## config.mk

```make
export PLATFORM = sky130hd
export DESIGN_NAME = bitmap_outline_renderer
export DESIGN_NICKNAME = d
export VERILOG_FILES = /design/src/src/bor_pkg.sv /design/src/src/bitmap_outline_renderer.sv
export SDC_FILE = /design/constraint.sdc
export NUM_CORES = 1
export LEC_CHECK = 0
export ABC_AREA = 1
export BUFFER_PORTS_ARGS = -buffer_cell sky130_fd_sc_hd__buf_4
export CORE_MARGIN = 4
export CORE_UTILIZATION = 45
export DETAILED_ROUTE_END_ITERATION = 16
export MAX_ROUTING_LAYER = met4
export PLACE_DENSITY = 0.76
export SYNTH_ARGS = -nofsm -noshare
export SYNTH_HDL_FRONTEND = slang
export SYNTH_SLANG_ARGS = --single-unit
```

## constraint.sdc

```tcl
create_clock -name clock -period 4.3 [get_ports clock]
set_clock_uncertainty 0.2 [all_clocks]
set_input_delay 0.86 -clock clock [delete_from_list [all_inputs] [get_ports clock]]
set_output_delay 0.86 -clock clock [all_outputs]
set_load 0.01 [all_outputs]
```

## src/src/bor_pkg.sv

```systemverilog
// Shared types, register indexes and the screen position mapping of the bitmap outline renderer.
// Depends on nothing. Used by src/bitmap_outline_renderer.sv and the testbench in tb/sv.
package bor_pkg;

   localparam int unsigned DIM_WIDTH   = 10;
   localparam int unsigned COORD_WIDTH = 16;
   localparam int unsigned COLOR_WIDTH = 16;
   localparam int unsigned CSR_INDEX_WIDTH = 3;
   localparam int unsigned CSR_DATA_WIDTH  = 16;

   // Configuration register indexes.
   localparam logic [CSR_INDEX_WIDTH-1:0] REG_IMAGE_WIDTH  = 3'd0;
   localparam logic [CSR_INDEX_WIDTH-1:0] REG_IMAGE_HEIGHT = 3'd1;
   localparam logic [CSR_INDEX_WIDTH-1:0] REG_ORIGIN_X     = 3'd2;
   localparam logic [CSR_INDEX_WIDTH-1:0] REG_ORIGIN_Y     = 3'd3;
   localparam logic [CSR_INDEX_WIDTH-1:0] REG_FILL_COLOR   = 3'd4;
   localparam logic [CSR_INDEX_WIDTH-1:0] REG_EDGE_COLOR   = 3'd5;
   localparam logic [CSR_INDEX_WIDTH-1:0] REG_ORIENTATION  = 3'd6;

   // Orientation codes. Anything not listed behaves as no transform.
   localparam logic [2:0] ORIENT_NONE         = 3'd0;
   localparam logic [2:0] ORIENT_HFLIP        = 3'd1;
   localparam logic [2:0] ORIENT_VFLIP        = 3'd2;
   localparam logic [2:0] ORIENT_BOTH         = 3'd3;
   localparam logic [2:0] ORIENT_ROTLEFT      = 3'd4;
   localparam logic [2:0] ORIENT_HFLIP_ROT    = 3'd5;
   localparam logic [2:0] ORIENT_VFLIP_ROT    = 3'd6;

   typedef enum logic [3:0] {
      ST_IDLE  = 4'b0001,
      ST_PEND  = 4'b0010,
      ST_BITS  = 4'b0100,
      ST_FLUSH = 4'b1000
   } state_type;

   // One pixel write before it is mapped to the screen.
   typedef struct packed {
      logic [DIM_WIDTH-1:0]   column;
      logic [DIM_WIDTH-1:0]   row;
      logic [COLOR_WIDTH-1:0] color;
   } pixel_type;

   // Screen position of bitmap pixel (col, row): returns {x, y}, all 16-bit wrapping.
   function automatic logic [2*COORD_WIDTH-1:0] map_position(
      input logic [DIM_WIDTH-1:0]   col,
      input logic [DIM_WIDTH-1:0]   row,
      input logic [DIM_WIDTH-1:0]   width,
      input logic [DIM_WIDTH-1:0]   height,
      input logic [2:0]             orient,
      input logic [COORD_WIDTH-1:0] ox,
      input logic [COORD_WIDTH-1:0] oy
   );
      logic [COORD_WIDTH-1:0] c16;
      logic [COORD_WIDTH-1:0] r16;
      logic [COORD_WIDTH-1:0] cflip;
      logic [COORD_WIDTH-1:0] rflip;
      logic [COORD_WIDTH-1:0] fx;
      logic [COORD_WIDTH-1:0] fy;
      c16   = {6'd0, col};
      r16   = {6'd0, row};
      cflip = {6'd0, width} - 16'd1 - c16;
      rflip = {6'd0, height} - 16'd1 - r16;
      case (orient)
         ORIENT_HFLIP: begin
            fx = cflip; fy = r16;
         end
         ORIENT_VFLIP: begin
            fx = c16; fy = rflip;
         end
         ORIENT_BOTH: begin
            fx = cflip; fy = rflip;
         end
         ORIENT_ROTLEFT: begin
            fx = r16; fy = cflip;
         end
         ORIENT_HFLIP_ROT: begin
            fx = r16; fy = c16;
         end
         ORIENT_VFLIP_ROT: begin
            fx = rflip; fy = cflip;
         end
         default: begin
            fx = c16; fy = r16;
         end
      endcase
      return {ox + fx, oy + fy};
   endfunction

endpackage

```

## src/src/bitmap_outline_renderer.sv

```systemverilog
// Top level of the bitmap outline renderer: bit-serial walk over each bitmap byte.
// Depends on src/bor_pkg.sv for types, register indexes and position mapping.
//
// Usage: the request channel (req_valid, req_stall, req_bitmap_byte) takes the packed
// one-bit bitmap one byte per transaction, rows padded to whole bytes, MSB first. Every
// set pixel inside the row becomes one transaction on the response channel (rsp_valid,
// rsp_stall, rsp_*) carrying screen x/y and color; rsp_last_of_run marks the last write
// caused by a byte. A byte may cause no response at all.
// The csr channel writes the seven configuration registers; csr_ready is always high.
// Write them only while no byte is in flight.
// Timing: a byte is shifted out one bit per cycle while the response channel does not
// stall; a pixel left pending by the previous byte is resolved first. The next byte is
// accepted only once the walk is back in idle after the flush state. One write is held
// back so that the last one can be marked; the last one is loaded in the flush cycle.
// A stall on the response channel freezes the bit walk; the request side then stalls.
// Reset (synchronous, active high) restores width and height 8, everything else zero,
// and returns the walk to column 0 of row 0 with no pending pixel.
module bitmap_outline_renderer
   import bor_pkg::*;
(
   input  logic                       clock,
   input  logic                       reset,
   input  logic                       req_valid,
   output logic                       req_stall,
   input  logic [7:0]                 req_bitmap_byte,
   output logic                       rsp_valid,
   input  logic                       rsp_stall,
   output logic signed [COORD_WIDTH-1:0] rsp_screen_x,
   output logic signed [COORD_WIDTH-1:0] rsp_screen_y,
   output logic [COLOR_WIDTH-1:0]     rsp_pixel_color,
   output logic                       rsp_last_of_run,
   input  logic                       csr_valid,
   output logic                       csr_ready,
   input  logic [CSR_INDEX_WIDTH-1:0] csr_index,
   input  logic [CSR_DATA_WIDTH-1:0]  csr_wdata
);

   // Configuration registers.
   logic [DIM_WIDTH-1:0]   width_ff;
   logic [DIM_WIDTH-1:0]   height_ff;
   logic [COORD_WIDTH-1:0] origin_x_ff;
   logic [COORD_WIDTH-1:0] origin_y_ff;
   logic [COLOR_WIDTH-1:0] fill_color_ff;
   logic [COLOR_WIDTH-1:0] edge_color_ff;
   logic [2:0]             orient_ff;

   // Walk state that persists from byte to byte.
   state_type              state_ff,     state_in;
   logic [DIM_WIDTH-1:0]   col_ff,       col_in;
   logic [DIM_WIDTH-1:0]   row_ff,       row_in;
   logic                   left_ff,      left_in;
   logic                   pend_ff,      pend_in;
   logic [DIM_WIDTH-1:0]   pend_col_ff,  pend_col_in;
   logic [DIM_WIDTH-1:0]   pend_row_ff,  pend_row_in;

   // Per-byte serial datapath: the byte shifts left, bit 7 is the current pixel.
   logic [7:0]             shift_ff,     shift_in;
   logic [2:0]             bit_cnt_ff,   bit_cnt_in;
   logic [DIM_WIDTH:0]     cur_col_ff,   cur_col_in;

   // One write is held so the final write of a byte can be flagged.
   logic                   hold_valid_ff, hold_valid_in;
   pixel_type              hold_ff,       hold_in;

   // Response output register.
   logic                   out_valid_ff,  out_valid_in;
   logic [COORD_WIDTH-1:0] out_x_ff,      out_x_in;
   logic [COORD_WIDTH-1:0] out_y_ff,      out_y_in;
   logic [COLOR_WIDTH-1:0] out_color_ff,  out_color_in;
   logic                   out_last_ff,   out_last_in;

   logic                   out_free;
   logic                   new_valid;
   pixel_type              new_pix;
   logic                   load_out;
   logic                   load_last;
   logic                   in_range;
   logic                   at_row_end;
   logic [DIM_WIDTH:0]     next_col_sum;
   logic [DIM_WIDTH:0]     next_row_sum;
   logic [2*COORD_WIDTH-1:0] mapped;

   assign csr_ready = 1'b1;
   assign req_stall = (state_ff != ST_IDLE);

   assign rsp_valid       = out_valid_ff;
   assign rsp_screen_x    = out_x_ff;
   assign rsp_screen_y    = out_y_ff;
   assign rsp_pixel_color = out_color_ff;
   assign rsp_last_of_run = out_last_ff;

   // The walk advances only when the output register can take a write this cycle.
   assign out_free = !out_valid_ff || !rsp_stall;

   assign in_range     = cur_col_ff < {1'b0, width_ff};
   assign at_row_end   = cur_col_ff == ({1'b0, width_ff} - 11'd1);
   assign next_col_sum = {1'b0, col_ff} + 11'd8;
   assign next_row_sum = {1'b0, row_ff} + 11'd1;

   assign mapped = map_position(hold_ff.column, hold_ff.row, width_ff, height_ff,
                                orient_ff, origin_x_ff, origin_y_ff);

   always_comb begin
      state_in      = state_ff;
      col_in        = col_ff;
      row_in        = row_ff;
      left_in       = left_ff;
      pend_in       = pend_ff;
      pend_col_in   = pend_col_ff;
      pend_row_in   = pend_row_ff;
      shift_in      = shift_ff;
      bit_cnt_in    = bit_cnt_ff;
      cur_col_in    = cur_col_ff;
      new_valid     = 1'b0;
      new_pix       = '{column: cur_col_ff[DIM_WIDTH-1:0], row: row_ff, color: edge_color_ff};
      load_last     = 1'b0;

      case (state_ff)
         ST_IDLE: begin
            if (req_valid) begin
               shift_in   = req_bitmap_byte;
               bit_cnt_in = 3'd0;
               cur_col_in = {1'b0, col_ff};
               state_in   = pend_ff ? ST_PEND : ST_BITS;
            end
         end
         ST_PEND: begin
            if (out_free) begin
               // The held pixel is resolved by the first bit of this byte.
               new_valid = 1'b1;
               new_pix   = '{column: pend_col_ff, row: pend_row_ff,
                             color: shift_ff[7] ? fill_color_ff : edge_color_ff};
               pend_in   = 1'b0;
               state_in  = ST_BITS;
            end
         end
         ST_BITS: begin
            if (out_free) begin
               if (in_range) begin
                  if (shift_ff[7]) begin
                     if (!left_ff || at_row_end) begin
                        new_valid = 1'b1;
                     end else if (bit_cnt_ff != 3'd7) begin
                        new_valid     = 1'b1;
                        new_pix.color = shift_ff[6] ? fill_color_ff : edge_color_ff;
                     end else begin
                        // Right neighbor lives in the next byte.
                        pend_in     = 1'b1;
                        pend_col_in = cur_col_ff[DIM_WIDTH-1:0];
                        pend_row_in = row_ff;
                     end
                  end
                  left_in = shift_ff[7];
               end
               shift_in   = {shift_ff[6:0], 1'b0};
               bit_cnt_in = bit_cnt_ff + 3'd1;
               cur_col_in = cur_col_ff + 11'd1;
               if (bit_cnt_ff == 3'd7) begin
                  if (next_col_sum >= {1'b0, width_ff}) begin
                     col_in  = '0;
                     left_in = 1'b0;
                     if (next_row_sum >= {1'b0, height_ff}) begin
                        row_in = '0;
                     end else begin
                        row_in = next_row_sum[DIM_WIDTH-1:0];
                     end
                  end else begin
                     col_in = next_col_sum[DIM_WIDTH-1:0];
                  end
                  state_in = ST_FLUSH;
               end
            end
         end
         ST_FLUSH: begin
            if (out_free) begin
               load_last = 1'b1;
               state_in  = ST_IDLE;
            end
         end
         default: begin
            state_in = ST_IDLE;
         end
      endcase
   end

   // A new write pushes the held one out; the flush cycle releases it as the last.
   always_comb begin
      hold_valid_in = hold_valid_ff;
      hold_in       = hold_ff;
      load_out      = 1'b0;
      if (new_valid) begin
         load_out      = hold_valid_ff;
         hold_valid_in = 1'b1;
         hold_in       = new_pix;
      end else if (load_last) begin
         load_out      = hold_valid_ff;
         hold_valid_in = 1'b0;
      end

      out_valid_in = out_valid_ff;
      out_x_in     = out_x_ff;
      out_y_in     = out_y_ff;
      out_color_in = out_color_ff;
      out_last_in  = out_last_ff;
      if (out_free) begin
         out_valid_in = load_out;
         if (load_out) begin
            out_x_in     = mapped[2*COORD_WIDTH-1:COORD_WIDTH];
            out_y_in     = mapped[COORD_WIDTH-1:0];
            out_color_in = hold_ff.color;
            out_last_in  = load_last;
         end
      end
   end

   always_ff @(posedge clock) begin
      if (reset) begin
         width_ff      <= 10'd8;
         height_ff     <= 10'd8;
         origin_x_ff   <= '0;
         origin_y_ff   <= '0;
         fill_color_ff <= '0;
         edge_color_ff <= '0;
         orient_ff     <= ORIENT_NONE;
      end else if (csr_valid && csr_ready) begin
         case (csr_index)
            REG_IMAGE_WIDTH:  width_ff      <= csr_wdata[DIM_WIDTH-1:0];
            REG_IMAGE_HEIGHT: height_ff     <= csr_wdata[DIM_WIDTH-1:0];
            REG_ORIGIN_X:     origin_x_ff   <= csr_wdata;
            REG_ORIGIN_Y:     origin_y_ff   <= csr_wdata;
            REG_FILL_COLOR:   fill_color_ff <= csr_wdata;
            REG_EDGE_COLOR:   edge_color_ff <= csr_wdata;
            REG_ORIENTATION:  orient_ff     <= csr_wdata[2:0];
            default: begin
            end
         endcase
      end
   end

   always_ff @(posedge clock) begin
      if (reset) begin
         state_ff      <= ST_IDLE;
         col_ff        <= '0;
         row_ff        <= '0;
         left_ff       <= 1'b0;
         pend_ff       <= 1'b0;
         pend_col_ff   <= '0;
         pend_row_ff   <= '0;
         hold_valid_ff <= 1'b0;
         out_valid_ff  <= 1'b0;
      end else begin
         state_ff      <= state_in;
         col_ff        <= col_in;
         row_ff        <= row_in;
         left_ff       <= left_in;
         pend_ff       <= pend_in;
         pend_col_ff   <= pend_col_in;
         pend_row_ff   <= pend_row_in;
         hold_valid_ff <= hold_valid_in;
         out_valid_ff  <= out_valid_in;
      end
   end

   always_ff @(posedge clock) begin
      shift_ff     <= shift_in;
      bit_cnt_ff   <= bit_cnt_in;
      cur_col_ff   <= cur_col_in;
      hold_ff      <= hold_in;
      out_x_ff     <= out_x_in;
      out_y_ff     <= out_y_in;
      out_color_ff <= out_color_in;
      out_last_ff  <= out_last_in;
   end

endmodule

```

Word level (Yosys, flattened, before mapping)
Cells that the tools add are included.
Word-level totals
  word-level logic and storage cells: 151
  register bits after elaboration: 242
  input port bits: 32
  output and inout bits: 52
Operators by class
  mux-type cells: 52
  eq/ne operators: 29
  bitwise logic cells: 2
  order comparisons: 3
  reductions and logical operators: 28
  add/subtract/negate cells: 11
Operator list (count)
  2-to-1 mux 16 bit: 7
  one-hot mux 16 bit (3 select lines): 2
  2-to-1 mux 36 bit: 1
  subtractor 10 x 1 -> 11 bit (second input constant): 3
  adder 16 bit: 2
  one-hot mux 16 bit (2 select lines): 1
  subtractor 11 x 11 -> 12 bit: 2
  >= comparator 11 x 10 -> 1 bit: 2
  2-to-1 mux 11 bit: 2
  one-hot mux 11 bit (2 select lines): 1
  equality test 3 bit (second input constant): 7
  2-to-1 mux 1 bit: 20
  2-to-1 mux 10 bit: 2
  2-to-1 mux 20 bit: 1
  2-to-1 mux 4 bit: 5
  != test 2 bit (second input constant): 9
  AND reduction 2 bit: 9
  2-to-1 mux 8 bit: 2
  one-hot mux 4 bit (4 select lines): 1
  one-hot mux 8 bit (2 select lines): 1
  equality test 3 x 2 -> 1 bit (second input constant): 4
  adder 10 x 1 -> 11 bit (second input constant): 1
  adder 10 x 4 -> 11 bit (second input constant): 1
  adder 11 x 1 -> 11 bit (second input constant): 1
  24 further kinds: 38

Longest topological paths before layout
Gate-level depths: netlist of the first run.
  depth in word-level cells: 10
  gate-level depth with buffers: 25

Worst setup path before layout of the first run
OpenSTA, ideal clock, no wires.
  path type: flip-flop to flip-flop
  from: register width_ff[0]
  to: register out_y_ff[13] (netlist: rsp_screen_y[13]), data pin
  path slack: 0.198 ns
  required time: 3.848 ns
  stages on the path, launching flop included: 25
  setup time: 0.252 ns
  path buffers: 0
  arrival: 3.650 ns
  cells stage by stage: dfxtp_1 > inv_1 > ha_1 > inv_1 > nand2_1 > nand2_1 > ha_1 > inv_1 > o31ai_1 > a21oi_1 > o21ai_0 > xor2_1 > nor2_1 > nor2_1 > nand2_1 > ha_1 > nand2_1 > o21ai_0 > nand2_1 > nand2_1 > a21oi_1 > o21ai_0 > nand2_1 > nand3_1 > nand2_1
On the way
  word-level cells in the longest chain between the ends: 4
RTL lines
  start: declaration: RTL line bitmap_outline_renderer.sv:39  | logic [DIM_WIDTH-1:0] width_ff;
  start signal: assignment: RTL line bitmap_outline_renderer.sv:227  | REG_IMAGE_WIDTH: width_ff <= csr_wdata[DIM_WIDTH-1:0];
  subtractor 10 x 1 -> 11 bit: RTL line bor_pkg.sv:61  | cflip = {6'd0, width} - 16'd1 - c16;
  subtractor 11 x 11 -> 12 bit: RTL line bor_pkg.sv:61
  one-hot mux 16 bit (3 select lines): RTL line bor_pkg.sv:63  | case (orient)
  adder 16 bit: RTL line bor_pkg.sv:86  | return {ox + fx, oy + fy};
  via mapped[13]: RTL line bitmap_outline_renderer.sv:81  | logic [2*COORD_WIDTH-1:0] mapped;
  end signal: assignment: RTL line bitmap_outline_renderer.sv:270  | out_y_ff <= out_y_in;
  end: declaration: RTL line bitmap_outline_renderer.sv:68  | logic [COORD_WIDTH-1:0] out_y_ff, out_y_in;
The timed path passes the listed nets, and every way through them passes these cells.
A chain may end at the register's enable or synchronous reset.

Final worst setup path of the first run
  from: register height_ff[0]
  to: register out_y_ff[11] (netlist: rsp_screen_y[11]), data pin
On the way
  word-level cells in the longest chain between the ends: 4
RTL lines
  start: declaration: RTL line bitmap_outline_renderer.sv:40  | logic [DIM_WIDTH-1:0] height_ff;
  start signal: assignment: RTL line bitmap_outline_renderer.sv:228  | REG_IMAGE_HEIGHT: height_ff <= csr_wdata[DIM_WIDTH-1:0];
  subtractor 10 x 1 -> 11 bit: RTL line bor_pkg.sv:62  | rflip = {6'd0, height} - 16'd1 - r16;
  subtractor 11 x 11 -> 12 bit: RTL line bor_pkg.sv:62
  one-hot mux 16 bit (3 select lines): RTL line bor_pkg.sv:63
  adder 16 bit: RTL line bor_pkg.sv:86
  via mapped[11]: RTL line bitmap_outline_renderer.sv:81
The timed path passes the listed nets, and every way through them passes these cells.

==> results of run 1 <==
-- layout make-up --
type | count | share of cell area (%)
Clock inverter | 7 | 0.4094
Timing Repair Buffer | 132 | 6.314
Multi-Input combinational cell | 1129 | 43.04
Sequential cell | 239 | 36.86
Antenna cell | 2 | 0.03149
Inverter | 243 | 5.739
Tap cell | 384 | 3.023
Clock buffer | 39 | 4.582
-- power breakdown --
group          internal, uW  switching (uW)  total (uW)  leakage, uW
Clock                  1220             891        2110     0.000393
Combinational           553            1090        1640      0.00429
Sequential             2660             148        2810      0.00207
-- path summary, 6_finish.rpt --
path,end,from,slack (ps)
max reg2reg,rsp_screen_y[11],height_ff[0],210
min,rsp_pixel_color[4],hold_ff[4],220
max,rsp_screen_y[11],height_ff[0],210
min reg2reg,rsp_pixel_color[4],hold_ff[4],220
-- kinds of logic after synthesis --
family | count (synthesis) | share of synthesized area [%]
buf+inv | 297 | 8.585
simple gates | 561 | 18.01
other cells | 1 | 0.02797
fa+ha+maj | 89 | 8.529
xor+xnor | 70 | 4.741
flops | 239 | 43.67
compound gates | 408 | 16.43
-- timing repair --
| item | 4_1_cts | 5_1_grt |
|---|---|---|
| resized for setup | 5 | 92 |
| setup buffers | 1 | 9 |
| pin swaps | 2 | 25 |
| endpoints found under the setup margin | 6 | 16 |
-- through the flow --
stage	instance area, um^2	worst slack [ps]	hold WS (ps)	utilization [%]
floorplan	13410	197.8	200.3	-
global placement	14580	41.08	206.2	50.27
detailed placement	14580	1.160	204.5	50.27
CTS	15400	11.51	219.2	53.09
global route	15890	-87.13	227.7	54.78
finish	15890	206.7	217.9	54.78
-- cell usage in the layout (no fill, tap or decap), types with 68 or more instances in the layout --
master,instances
nand3_1,75
ha_1,68
dfxtp_1,130
inv_1,233
nor2_1,116
edfxtp_1,107
nand2_1,280
buf_4,131
o21ai_0,136
a21oi_1,164
-- registers in the layout, indices dropped and copies added (netlist names), 10 cells and up --
name,count
hold_ff,36
width_ff,10
cur_col_ff,11
fill_color_ff,16
edge_color_ff,16
rsp_pixel_color,16
pend_row_ff,10
height_ff,10
origin_y_ff,16
pend_col_ff,10
row_ff,10
origin_x_ff,16
rsp_screen_x,16
rsp_screen_y,16
-- cell usage after synthesis, drive strengths merged --
cell type,instances
nand2,289
inv,238
a21oi,179
o21ai,152
dfxtp,132
nor2,125
edfxtp,107
ha,85
nand3,78
xor2,56
nand4,42
clkbuf,39
o22ai,32
nor3,16
buf,15
xnor2,13
o31ai,10
a211oi,6
a31oi,5
clkinv,5
o2111ai,5
a221oi,4
fa,4
o211ai,4
nor3b,3
nor4,3
or2,3
a22oi,2
o21a,2
o21bai,2
a21boi,1
a21o,1
and2,1
conb,1
nand3b,1
o221ai,1
o311ai,1
o41ai,1
xor3,1
-- per-layer routing --
| layer | vias to the layer above | part of all wire [%] | global-route usage, % |
|---|---|---|---|
| li1 | 5833 | - | - |
| met1 | 5563 | 44 | 29.57 |
| met2 | 411 | 46 | 33.58 |
| met3 | 84 | 6.7 | 3.371 |
| met4 | 0 | 3.4 | 7.169 |
| met5 | - | 0 | - |
==> flow_metrics.tcl, run 1 <==
set metrics [dict create \
    regArea_mm2 0.005858 \
    die_area_mm2 0.03262 \
    antenna_found_initial 3 \
    p_per_area_mw_per_mm2 412.8 \
    synth.top_cell.area_share_pct 23.96 \
    critPathMaxFanout 3 \
    wl_um 36560 \
    initial_utilization_pct 46.21 \
    crit_arrival_ps 4170 \
    drive_gt1_share_pct 14.48 \
    syn2layout_area_growth_pct 18.53 \
    ir_drop_mv 0.3655 \
    cts_root_buffer "clkbuf_16" \
    via_per_inst 5.467 \
    slew_headroom_pct 32.10 \
    fin_cells 2175 \
    p_leak_uw 0.006754 \
    synthCells 1665 \
    cts.htree.levels 1 \
    pin_count 84 \
    core_mm2 0.02901 \
    cts_tree "done" \
    holdPathStages 0 \
    fin_crit_ps 4093 \
    firstDrtPassIters 6 \
    hold_path.class "reg -> reg" \
    dr_total_vias 11890 \
    synth.area.top_cells "edfxtp_1, dfxtp_1, nand2_1" \
    path_cells "inv_1 > ha_2 > fa_1 > o31ai_2 > buf_4 > a21oi_1 > o21ai_1 > xor2_1 > o22ai_1 > nor2_1 > nand2_1 > ha_4 > a21oi_2 > o21ai_2 > nand2_1 > nand2_1 > a21oi_2 > o21ai_1 > buf_4 > xor2_1" \
    crit_top_cell "nand2_1" \
    gp_congestion 0.9970 \
    syn_area_per_cell_um2 8.053 \
    cts_buffers 25 \
    cap_viol_max_count 0 \
    synth_cell_type_count 49 \
    rsz0062_at_grt "yes" \
    clkLatencyLatePin_ps 540 \
    wl_per_cell_um 16.81 \
    status "finished clean" \
    period_share_pct 95.19 \
    grt-ovfl-total 0 \
    critPathMaxStageDelay_ps 460 \
    die-width_um 180.6 \
    ctsHoldBuffers 0 \
    cts_buffer_depth 3 \
    port_buffers 82 \
    power_uw 6560 \
    finalHoldViolations 0 \
    max_freq_mhz 244.3 \
    crit_buf_inv 3 \
    synth.largest_area_cell "edfxtp_1" \
    drc 0 \
    first_global_vias 10960 \
    seq_area_frac_synth_pct 43.67 \
    synth_nets 1786 \
    critical_path.top_delay_family "compound AO/OA/AOI/OAI gates" \
    setup_viol 0 \
    rows 62 \
    nets 1891 \
    grt_use_total_pct 21.78 \
    fill_cells 2682 \
    drtIter0Drc 1263 \
    drv_slew 0 \
    grt_start_max_net_pins 66 \
    multi_input_area_mm2 0.006840 \
    setup_tns_ps 0 \
    dp_hpwl_um 26020 \
    grt_pass1_wl_um 57010 \
    r2r_cells 20 \
    cp_slowest_cell "fa_1" \
    antenna_left 0 \
    tightestPinTransition_ps 1019 \
    crit_type "reg -> reg" \
    crit_cells 20 \
    worst_ep_required_time_ps 4370 \
    end_kind "flop" \
    numPlacedInstances 2117 \
    synth_area_mm2 0.01341 \
    ys_ff_latch 239 \
    start_kind "flop" \
    fp.dieH_um 180.6 \
    clk_pin_slew_ps 70 \
    yosysWarnings 0 \
    cts_sinks 239 \
]
Note: power is estimated with default switching activity, not from simulation.
==> run 2, diff against run 1 <==
--- a/config.mk
+++ b/config.mk
@@ -7,11 +7,14 @@
 export LEC_CHECK = 0
 export ABC_AREA = 1
 export BUFFER_PORTS_ARGS = -buffer_cell sky130_fd_sc_hd__buf_4
+export CELL_PAD_IN_SITES_DETAIL_PLACEMENT = 1
+export CELL_PAD_IN_SITES_GLOBAL_PLACEMENT = 1
+export CORE_ASPECT_RATIO = 0.5
 export CORE_MARGIN = 4
-export CORE_UTILIZATION = 45
+export CORE_UTILIZATION = 42
 export DETAILED_ROUTE_END_ITERATION = 16
 export MAX_ROUTING_LAYER = met4
-export PLACE_DENSITY = 0.76
+export PLACE_DENSITY = 0.89
 export SYNTH_ARGS = -nofsm -noshare
 export SYNTH_HDL_FRONTEND = slang
 export SYNTH_SLANG_ARGS = --single-unit
==> flow_metrics.tcl, run 2 (synthesized netlist as in run 1, its figures left out) <==
set metrics [dict create \
    drv_slew 0 \
    critPathMaxStageDelay_ps 370 \
    fin_crit_ps 4229 \
    initial_utilization_pct 43.38 \
    rows 45 \
    drc 0 \
    hold_slack_ps 202.5 \
    clkLatencyLatePin_ps 550 \
    drtIter0Drc 1058 \
    dp_hpwl_um 31770 \
    cts_root_buffer "clkbuf_16" \
    wl_um 48480 \
    rsz0062_at_grt "yes" \
    pin_count 84 \
    cts_sinks 239 \
    cts.htree.levels 1 \
    grt_start_max_net_pins 99 \
    insertedDiodeCount 0 \
    port_buffers 82 \
    start_kind "flop" \
    path_cells "nor2_1 > nand4_1 > nor3_2 > xor2_1 > ha_1 > nand2_1 > inv_1 > a21oi_1 > nand3_2 > nand2_1 > inv_1 > o21ai_1 > buf_4 > nand2_1 > nand2_4 > ha_1 > nand2_1 > nor3_2 > nor3b_2 > a221oi_2 > xor2_1" \
    die-width_um 260.7 \
    hold_path.class "reg -> reg" \
    status "finished clean" \
    gp_congestion 0.9535 \
    nets 1907 \
    rrSetupSlack_ps 70 \
    p_leak_uw 0.006865 \
    drive_gt1_share_pct 16.41 \
    finalHoldViolations 0 \
    largest_register_ffs 36 \
    setup_slack_ps 70.58 \
    grt_pass1_wl_um 71350 \
    crit_arrival_ps 4320 \
    routed-wl-met3_um 3144 \
    most-common-layout-cells "nand2_1, inv_1, a21oi_1" \
    p_per_area_mw_per_mm2 421.5 \
    hp-start "hold_ff[4]" \
    r2r-end "rsp_screen_y[15]" \
    cp_slowest_cell "dfxtp_1" \
    worst_ep_required_time_ps 4390 \
    setup_viol 0 \
    grt-ovfl-total 0 \
    cts_buffers 24 \
    top_layer_used "met4" \
    core_mm2 0.03091 \
    final_common_cell "nand2_1" \
    hold_end "rsp_pixel_color[4]" \
    clk_pin_slew_ps 70 \
    firstDrtPassIters 5 \
    place_ws_ps -170.5 \
    syn2layout_area_growth_pct 21.07 \
    critPathMaxFanout 5 \
    wl_per_cell_um 21.77 \
    fp.dieH_um 134.3 \
    period_share_pct 98.36 \
    rr_startpoint "height_ff[3]" \
    die_area_mm2 0.03502 \
    r2r_cells 21 \
    max_freq_mhz 236.4 \
    cts_buffer_depth 3 \
    dr_total_vias 12810 \
    crit_type "reg -> reg" \
    ir_drop_mv 0.2559 \
    wl_met2_um 22830 \
    via_per_inst 5.753 \
    antenna_left 0 \
    largest-register "hold_ff" \
    antenna_found_initial 0 \
    tightestPinTransition_ps 1150 \
    slew_headroom_pct 23.14 \
    met1_length_um 20130 \
    holdPathStages 0 \
    cts_tree "done" \
    first_global_vias 13070 \
    crit_top_cell "nand2_1" \
    end_kind "flop" \
    grt_use_total_pct 26.15 \
    cap_viol_max_count 0 \
    crit_buf_inv 3 \
    critical_path.top_delay_family "simple AND/OR/NAND/NOR gates" \
]
## run 2: cell type report
cell class,instances,area (um^2)
clock inverters,11,103.9
inverters,243,913.4
multi-input cells,1129,6992
flip-flops and latches,239,5857
well taps,423,529.3
clock buffers,33,706.9
repair buffers,149,1131
fillers,3691,14680
## run 2: layer usage
metal  track usage (%)  vias up
li1                  -     5864
met1             33.04     6283
met2             41.76      491
met3             5.093      174
met4             10.03        0
met5                 -        -
## run 2: repair_timing
| item | CTS | global route |
|---|---|---|
| resized for setup | 23 | 107 |
| pin swaps | 2 | 36 |
| hold endpoints to repair | 0 | 0 |
| buffers inserted | 4 | 10 |
| hold buffers | 0 | 0 |
| endpoints found under the setup margin | 12 | 15 |
## run 2: how the worst max path moves through the flow
stage	from	end	slack [ps]	depth (start not counted)
floorplan	width_ff[0]	rsp_screen_y[13]	200	24
global placement	height_ff[2]	rsp_screen_x[11]	50	20
detailed placement	height_ff[2]	rsp_screen_y[15]	-170	23
CTS	height_ff[1]	rsp_screen_x[13]	-30	21
global route	width_ff[1]	rsp_screen_x[12]	-130	23
finish	height_ff[3]	rsp_screen_y[15]	70	21
## run 2: where the power goes
group	internal [uW]	switching [uW]
Sequential	2660	171
Clock	1270	951
Combinational	587	1210
## run 2: metrics by stage
stage | total power, uW | instance area [um^2] | utilization [%] | TNS (ps) | instances
finish | 6843 | 16230 | 52.52 | 0 | 2227
global placement | 4380 | 14730 | 47.66 | 0 | 2169
CTS | 6667 | 15690 | 50.77 | -25.35 | 2217
global route | 7144 | 16230 | 52.52 | -842.5 | 2227
detailed placement | 4443 | 14730 | 47.66 | -786.3 | 2169
floorplan | 3844 | 13410 | - | 0 | 1665
